## config.mk

```make
export PLATFORM = sky130hd
export DESIGN_NAME = point_in_polygon_test_top
export DESIGN_NICKNAME = d
export VERILOG_FILES = /design/src/rtl/pip_pkg.sv /design/src/rtl/pip_ram.sv /design/src/rtl/pip_edge.sv /design/src/rtl/point_in_polygon_test_top.sv
export SDC_FILE = /design/constraint.sdc
export NUM_CORES = 2
export LEC_CHECK = 0
export BUFFER_PORTS_ARGS = -buffer_cell sky130_fd_sc_hd__buf_2
export CAP_MARGIN = 20
export CORE_ASPECT_RATIO = 1.1
export CORE_MARGIN = 8
export CORE_UTILIZATION = 60
export DETAILED_ROUTE_END_ITERATION = 8
export GPL_ROUTABILITY_DRIVEN = 0
export HOLD_SLACK_MARGIN = 0.05
export PLACE_DENSITY = 0.76
export SYNTH_ARGS = -nofsm -noshare
export SYNTH_HDL_FRONTEND = slang
export SYNTH_HIERARCHICAL = 1
export SYNTH_SLANG_ARGS = --single-unit
```

## constraint.sdc

```tcl
create_clock -name clk -period 12.1 [get_ports clk]
set_input_delay 1.21 -clock clk [delete_from_list [all_inputs] [get_ports clk]]
set_output_delay 1.21 -clock clk [all_outputs]
set_load 0.02 [all_outputs]
```

## src/rtl/pip_pkg.sv

```systemverilog
// Shared constants, types and control struct of the point-in-polygon block.
package pip_pkg;

  localparam int MAX_VERTICES = 64;
  localparam int COORD_BITS   = 16;
  localparam int IDX_BITS     = $clog2(MAX_VERTICES);
  localparam int CNT_BITS     = 7;
  localparam int DIFF_BITS    = COORD_BITS + 1;
  localparam int PROD_BITS    = 2 * DIFF_BITS;
  localparam int VERT_BITS    = 2 * COORD_BITS;

  localparam logic FUNC_WRITE = 1'b0;
  localparam logic FUNC_TEST  = 1'b1;

  typedef logic signed [COORD_BITS-1:0] coord_t;
  typedef logic signed [DIFF_BITS-1:0]  diff_t;
  typedef logic signed [PROD_BITS-1:0]  prod_t;
  typedef logic [IDX_BITS-1:0]          idx_t;
  typedef logic [CNT_BITS-1:0]          cnt_t;

  // Control from the sequencer to the edge datapath.
  typedef struct packed {
    logic load_query;
    logic load_prev;
    logic load_edge;
    logic mul_left;
    logic mul_right;
    logic compare;
  } pip_ctl_t;

endpackage

```

## src/rtl/pip_ram.sv

```systemverilog
// Generic single-write, single-read RAM with registered read data.
module pip_ram #(
  parameter int WIDTH = 32,
  parameter int DEPTH = 64
) (
  input  logic                     clk,
  input  logic                     we,
  input  logic [$clog2(DEPTH)-1:0] wr_addr,
  input  logic [WIDTH-1:0]         wr_data,
  input  logic [$clog2(DEPTH)-1:0] rd_addr,
  output logic [WIDTH-1:0]         rd_data
);

  logic [WIDTH-1:0] mem [DEPTH];

  always_ff @(posedge clk) begin
    if (we) begin
      mem[wr_addr] <= wr_data;
    end
    rd_data <= mem[rd_addr];
  end

endmodule

```

## src/rtl/pip_edge.sv

```systemverilog
// Edge datapath: differences, one shared multiplier, crossing compare and parity.
module pip_edge
  import pip_pkg::*;
(
  input  logic                 clk,
  input  pip_ctl_t             ctl,
  input  coord_t               coord_x,
  input  coord_t               coord_y,
  input  logic [VERT_BITS-1:0] vert_data,
  output logic                 straddle,
  output logic                 parity
);

  coord_t px, py, qx, qy;
  coord_t cx, cy;
  diff_t  dx, dy;
  diff_t  a_r, b_r, s_r, dyabs_r;
  prod_t  lprod, rprod, prod;
  diff_t  op_a, op_b;

  assign cx = coord_t'(vert_data[VERT_BITS-1:COORD_BITS]);
  assign cy = coord_t'(vert_data[COORD_BITS-1:0]);
  assign dx = DIFF_BITS'(qx) - DIFF_BITS'(cx);
  assign dy = DIFF_BITS'(qy) - DIFF_BITS'(cy);

  // The multiplier serves the left product first, then the right one.
  assign op_a = ctl.mul_left ? a_r : s_r;
  assign op_b = ctl.mul_left ? dyabs_r : b_r;
  assign prod = op_a * op_b;

  always_ff @(posedge clk) begin
    if (ctl.load_query) begin
      px     <= coord_x;
      py     <= coord_y;
      parity <= 1'b0;
    end
    if (ctl.load_prev || ctl.load_edge) begin
      qx <= cx;
      qy <= cy;
    end
    if (ctl.load_edge) begin
      a_r      <= DIFF_BITS'(px) - DIFF_BITS'(cx);
      b_r      <= DIFF_BITS'(py) - DIFF_BITS'(cy);
      dyabs_r  <= (dy < 0) ? -dy : dy;
      s_r      <= (dy > 0) ? dx : -dx;
      straddle <= (cy > py) != (qy > py);
    end
    if (ctl.mul_left) begin
      lprod <= prod;
    end
    if (ctl.mul_right) begin
      rprod <= prod;
    end
    if (ctl.compare && (lprod < rprod)) begin
      parity <= ~parity;
    end
  end

endmodule

```

## src/rtl/point_in_polygon_test_top.sv

```systemverilog
// Top level of the point-in-polygon block: sequencer, vertex store and edge datapath.
//
// Items arrive on the item channel (item_valid / item_stall) with fields func,
// vertex_index, coord_x and coord_y. A write item (func = 0) stores one vertex
// and gives no result. A test item (func = 1) walks every active edge of the
// polygon and returns one bit, inside_res, on the result channel
// (res_valid / res_stall).
// The vertex count is written through cfg_valid / cfg_ready / cfg_data, which
// is always ready; values above the store depth use the whole store.
// A test first reads and loads the closing vertex of the polygon; then each
// edge costs a store read and a load, and an edge that straddles the query
// line adds two passes through the single multiplier and a compare. A test
// with no vertices skips the store and goes straight to its result.
// item_stall is high while a test is in progress. A finished result sits in
// the output register; a following item is taken while it waits, but a new
// result is held back until the receiver takes the old one.
// Reset (rst, synchronous) clears the vertex count and the sequencer; the
// vertex store is not cleared and must be written before it is tested.
module point_in_polygon_test_top
  import pip_pkg::*;
(
  input  logic        clk,
  input  logic        rst,
  input  logic        item_valid,
  output logic        item_stall,
  input  logic        func,
  input  logic [5:0]  vertex_index,
  input  coord_t      coord_x,
  input  coord_t      coord_y,
  output logic        res_valid,
  input  logic        res_stall,
  output logic        inside_res,
  input  logic        cfg_valid,
  output logic        cfg_ready,
  input  cnt_t        cfg_data
);

  typedef enum logic [3:0] {
    S_IDLE, S_RD_PREV, S_LD_PREV, S_READ, S_LOAD, S_MUL_L, S_MUL_R, S_CMP, S_DONE
  } state_t;

  state_t               state;
  cnt_t                 vertex_count;
  cnt_t                 n_eff, n_m1;
  idx_t                 last_idx;
  idx_t                 k;
  idx_t                 rd_addr;
  logic                 item_take;
  logic                 wr_en;
  logic                 res_load;
  logic [VERT_BITS-1:0] rd_data;
  pip_ctl_t             ctl;
  logic                 straddle;
  logic                 parity;

  assign cfg_ready  = 1'b1;
  assign item_stall = (state != S_IDLE);
  assign item_take  = item_valid && !item_stall;
  assign wr_en      = item_take && (func == FUNC_WRITE) &&
                      (32'(vertex_index) < MAX_VERTICES);
  assign res_load   = (state == S_DONE) && (!res_valid || !res_stall);

  assign n_eff    = (vertex_count > CNT_BITS'(MAX_VERTICES)) ? CNT_BITS'(MAX_VERTICES)
                                                             : vertex_count;
  assign n_m1     = n_eff - CNT_BITS'(1);
  assign last_idx = n_m1[IDX_BITS-1:0];
  assign rd_addr  = (state == S_RD_PREV) ? last_idx : k;

  always_comb begin
    ctl            = '0;
    ctl.load_query = item_take && (func == FUNC_TEST);
    ctl.load_prev  = (state == S_LD_PREV);
    ctl.load_edge  = (state == S_LOAD);
    ctl.mul_left   = (state == S_MUL_L) && straddle;
    ctl.mul_right  = (state == S_MUL_R);
    ctl.compare    = (state == S_CMP);
  end

  pip_ram #(
    .WIDTH (VERT_BITS),
    .DEPTH (MAX_VERTICES)
  ) u_store (
    .clk     (clk),
    .we      (wr_en),
    .wr_addr (vertex_index[IDX_BITS-1:0]),
    .wr_data ({coord_x, coord_y}),
    .rd_addr (rd_addr),
    .rd_data (rd_data)
  );

  pip_edge u_edge (
    .clk       (clk),
    .ctl       (ctl),
    .coord_x   (coord_x),
    .coord_y   (coord_y),
    .vert_data (rd_data),
    .straddle  (straddle),
    .parity    (parity)
  );

  always_ff @(posedge clk) begin
    if (rst) begin
      state        <= S_IDLE;
      vertex_count <= '0;
      res_valid    <= 1'b0;
      k            <= '0;
    end else begin
      if (cfg_valid && cfg_ready) begin
        vertex_count <= cfg_data;
      end
      if (res_load) begin
        res_valid  <= 1'b1;
        inside_res <= parity;
      end else if (res_valid && !res_stall) begin
        res_valid <= 1'b0;
      end
      unique case (state)
        S_IDLE: begin
          if (item_take && (func == FUNC_TEST)) begin
            k     <= '0;
            state <= (n_eff == '0) ? S_DONE : S_RD_PREV;
          end
        end
        S_RD_PREV: state <= S_LD_PREV;
        S_LD_PREV: state <= S_READ;
        S_READ:    state <= S_LOAD;
        S_LOAD:    state <= S_MUL_L;
        S_MUL_L: begin
          // An edge that does not cross the query line is skipped here.
          if (straddle) begin
            state <= S_MUL_R;
          end else if (k == last_idx) begin
            state <= S_DONE;
          end else begin
            k     <= k + 1'b1;
            state <= S_READ;
          end
        end
        S_MUL_R:   state <= S_CMP;
        S_CMP: begin
          if (k == last_idx) begin
            state <= S_DONE;
          end else begin
            k     <= k + 1'b1;
            state <= S_READ;
          end
        end
        S_DONE: begin
          if (res_load) begin
            state <= S_IDLE;
          end
        end
        default: state <= S_IDLE;
      endcase
    end
  end

endmodule

```

Yosys cells after proc, flatten, opt, wreduce, memory -nomap -nowiden. Memories as Yosys holds them, arrays and structs flattened. A register that Yosys moved wholly into a read port is not among the register bits. Index checks and enable logic that the tools add are counted.

Eq/ne operators: 13. Add/subtract/negate cells: 8. Bitwise logic cells: 3. $lt $le $gt $ge: 6. Muxes and demuxes: 22. Multipliers: 1. Reduce and logical (&&, ||, !) cells: 21.

Operator list (count): 17-bit two-way mux (4); 16-bit by 16-bit subtractor with 17-bit output (4); 4-bit case mux with 9 select lines (1); 34-bit less-than comparator (1); 17-bit by 17-bit multiplier with 34-bit output (1); 17-bit negation (2); 16-bit > comparator (2); 6-bit two-way mux (4); 4-bit two-way mux (5); 6-bit case mux with 3 select lines (1); 17-bit by 1-bit > comparator with 1-bit output (second input constant) (1); 17-bit by 1-bit less-than comparator with 1-bit output (second input constant) (1); 4-bit by 3-bit equality test with 1-bit output (second input constant) (4); 4-bit by 2-bit equality test with 1-bit output (second input constant) (2); 7-bit > comparator (second input constant) (1); 1-bit logical AND (7); 7-bit zero test (1); 7-bit two-way mux (1); 6-bit by 1-bit adder with 6-bit output (second input constant) (1); 6-bit equality test (1); 1-bit two-way mux (6); 2-bit inequality test (second input constant) (3); 6-bit by 1-bit subtractor with 6-bit output (second input constant) (1); 4-bit by 1-bit equality test with 1-bit output (second input constant) (1); other kinds (11) (18).

Output and inout port bits: 4. Bits in registers: 221. Word-level logic and storage cells: 92. Memory bits (writable): 2048. Memories kept: 1.

Memories: u_store.mem (words 64, width 32, rd ports 1, clocked after Yosys merged registers in 1, write ports 1, line pip_ram.sv:14) `logic [WIDTH-1:0] mem [DEPTH];`.

Logic depth before layout (Yosys ltp).
Depth after elaboration: 7. Depth in mapped cells: 30. Mapped depth without buffers: 26.

Hierarchy. The synthesis kept the hierarchy.

Modules (own cells, without submodules): pip_ram (instances 1, cells an instance 3324, area each 78515.3 µm², sequential area each 62139.6 µm²); pip_edge (instances 1, cells an instance 2187, area each 22457.8 µm², sequential area each 6065.8 µm²); point_in_polygon_test_top (instances 1, cells an instance 168, area each 1325.0 µm², sequential area each 390.4 µm²).

Worst setup path after synthesis. No wires, ideal clock.

Path type: register -> register. Start point: register state[2]. End point: register u_edge.lprod[32] (data pin). Library setup time: 0.265 ns. Arrival time: 10.737 ns. Stages on the path, launching flop included: 28. Slack: 1.098 ns. Path through: dfxtp_1 > buf_2 > nand2_1 > nor4_1 > clkbuf_1 > clkbuf_1 > clkbuf_1 > mux2i_1 > nor2_1 > fa_1 > inv_1 > fa_1 > fa_1 > inv_1 > fa_1 > fa_1 > inv_1 > fa_1 > inv_1 > ha_1 > a21o_1 > a21o_1 > a2111oi_0 > o21ai_0 > o21ai_0 > o21ai_0 > mux2i_1 > nand2_1.

RTL lines: from (decl) (line point_in_polygon_test_top.sv:42) `state_t state;`; from (signal assigned) (line point_in_polygon_test_top.sv:121) `state <= (n_eff == '0) ? S_DONE : S_RD_PREV;`; to (signal assigned) (line pip_edge.sv:49) `lprod <= prod;`; to (decl) (line pip_edge.sv:18) `prod_t lprod, rprod, prod;`.

==> metrics.yaml <==
final_antenna_net_count: 0
synth_edf_count: 2251
timing.rr.end: "u_edge/rprod[32]"
finalHoldViolations: 0
max-slew-margin-rel_pct: 20.09
clk_pin_slew_ps: 60
worst_pin_slew_ps: 1191
die_y_um: 449.1
cts.path.max_buffers: 3
grtUsageTotal_pct: 27.80
syn_inst: 5679
htree_levels: 4
vias_per_cell: 6.592
synthAdderAreaFrac_pct: 8.366
syn_to_final_growth_pct: 10.29
io_buffers: 53
synth.top_cell.area_share_pct: 66.08
synth_compound_area_share_pct: 3.552
worstSetupStartpoint: "state[2]"
row_count: 159
power.static_leakage_nw: 37.62
start_util_pct: 60.14
num_io_pins: 55
required_ps: 12680
drt_iter0_drc: 7065
drtPass1Iterations: 6
powerDensity_nw_per_um2: 183.3
timing.setup.tns_ps: 0
wire_per_inst_um: 31.06
die-area_um2: 184000
hp-class: "reg -> reg"
dp_hpwl_um: 148900
r2r_setup_slack_ps: 3350
synth_flop_cell: "edfxtp_1"
core_area_um2: 170100
fin_hold_ws_ps: 425.0
insertion_delay_ps: 850
synthXorXnorAreaFrac_pct: 0.8647
end_kind: "flop"
crit_type: "reg -> reg"
max_cap_violations: 0
postCtsHoldBufs: 0
grt-ovfl-total: 0
critPathArrivalTime_ps: 9330
status: "complete, no violations"
drc: 0
die-width_um: 409.7
worstReg2RegStart: "state[2]"
synthMuxAreaShare_pct: 13.68
min_from: "u_store/rd_data[30]"
antenna_found_initial: 18
synth.area.top_cells: "edfxtp_1, mux4_2, fa_1, ha_1, inv_1"
grt_pass1_wl_um: 374700
period_share_pct: 72.30
min_period_ps: 8749
final_util_pct: 66.33
cts_root_buffer: "clkbuf_16"
endpoint: "u_edge/rprod[32]"
final_nets: 6419
synth_nets: 6234
syn_avg_cell_area_um2: 18.01
grt_max_degree: 128
cts_tree: "done"
synth_top_family_by_area: "multiplexers"
cts_made_buffers: 209
cts.repair.resized: 0
cts_setup_buffers: 0
grt_pass1_vias: 55830
synth_largest_area_cell: "edfxtp_1"
cp_max_fo: 65
ys_types: 101
synth_warnings: 6
synth_seq_cells: 2301
synth-simple-area-share_pct: 3.799
rsz0062_at_grt: "false"
vias: 54750
cp-start-kind: "flop"
timing.fmax_mhz: 114.3
cts.sinks: 2301
async_reset_ff_share_pct: 0
layout-drive-gt1-share_pct: 19.57
routed_wl_um: 257900
reg2regPathDepth: 24
netlist_area_um2: 102300
synth_seq_area_share_pct: 67.05
drv_slew: 0
irDropWorstVdd_mv: 0.1401
fin_worst_skew_ps: 43.28
setup_viol: 0
-- cell usage in the layout, fill, tap and decap left out, types with 87 or more instances in the layout --
| master | n |
|---|---|
| edfxtp_1 | 2251 |
| mux4_2 | 544 |
| inv_1 | 446 |
| nor2_1 | 342 |
| fa_1 | 300 |
| clkbuf_16 | 211 |
| ha_1 | 204 |
| nand2_1 | 190 |
| a21oi_1 | 140 |
| mux2i_1 | 139 |
| buf_4 | 135 |
| o22ai_1 | 87 |
-- final cells by class --
type                    count  area, um^2
repair buffers            201        1534
clock buffers             262        5472
clock inverters           125        1154
well taps                2254        2820
diodes                     11       27.53
flip-flops and latches   2301       68600
multi-input cells        2705       31540
fillers                 10790       57270
inverters                 446        1674
-- worst min-delay path by stage --
stage,end,cells past startpoint,slack (ps)
3_3_place_gp,u_edge/qy[9],0,410
2_1_floorplan,u_edge/qx[10],0,410
4_1_cts,u_edge/qy[12],0,430
5_1_grt,u_edge/qx[14],0,440
6_report,u_edge/qx[14],0,420
3_5_place_dp,u_edge/qy[12],0,410
-- metal layers --
layer | global-route usage (%) | vias to the layer above | part of all wire [%]
met3 | 5.983 | 596 | 11
met4 | 11.11 | 4 | 4.7
met5 | 0 | - | 0.011
met1 | 36.63 | 28220 | 36
met2 | 45.67 | 3507 | 49
li1 | - | 22420 | -
-- stage by stage --
stage | cell area (um^2) | cells | total power, mW | setup slack (ps)
detailed placement | 106100 | 7899 | 14.33 | 3387
floorplan | 102300 | 5679 | 12.93 | 1098
CTS | 112700 | 8286 | 20.71 | 3425
global route | 112800 | 8295 | 21.46 | 2752
finish | 112800 | 8305 | 20.68 | 3351
global placement | 106100 | 7899 | 14.22 | 3682
-- Yosys cell counts (30+ instances only) --
cell type / count
edfxtp_1: 2251
mux4_2: 544
inv_1: 446
nor2_1: 406
fa_1: 300
ha_1: 204
nand2_1: 191
a21oi_1: 142
mux2i_1: 139
clkbuf_1: 109
o22ai_1: 87
xnor2_1: 80
buf_2: 66
dfxtp_1: 50
nor3_1: 48
a21o_1: 43
o21ai_0: 41
nor2b_1: 37
mux2_2: 30
nand3_1: 30
-- cells by family after synthesis --
family	count (synthesis)
adders and majority gates	504
xor gates and xnor gates	101
muxes	714
AOI/OAI and AO/OA	531
buffers and inverters	673
DFF	2301
and+or+nand+nor	854
other	1
-- worst max-delay path, stage by stage (launching register included) --
cell,delay [ps]
dfxtp_1,530
nand2_1,190
nor4_2,160
buf_4,720
mux2i_1,860
nor2_1,160
fa_1,550
inv_1,50
fa_1,490
inv_1,60
fa_1,480
fa_1,520
fa_1,490
inv_1,50
fa_1,500
inv_1,50
ha_1,400
nand2_1,70
o21ai_0,330
nor3_1,120
a211oi_1,590
o21ai_0,330
o21ai_0,340
mux2i_1,230
nand2_1,100
-- sequential cells by signal, summed over array words and instances, names as in the netlist, 17 cells and up --
register and count:
u_edge/dyabs_r 17, u_edge/b_r 17, u_edge/lprod 34, u_edge/s_r 17, u_edge/a_r 17, u_store/mem 2048, u_store/rd_data 32, u_edge/rprod 34
-- where the power goes --
group	switching (mW)	internal (mW)
Combinational	3.01	2.05
Sequential	0.0715	9.11
Clock	2.88	3.55
Power figures use the tool's default switching activity.
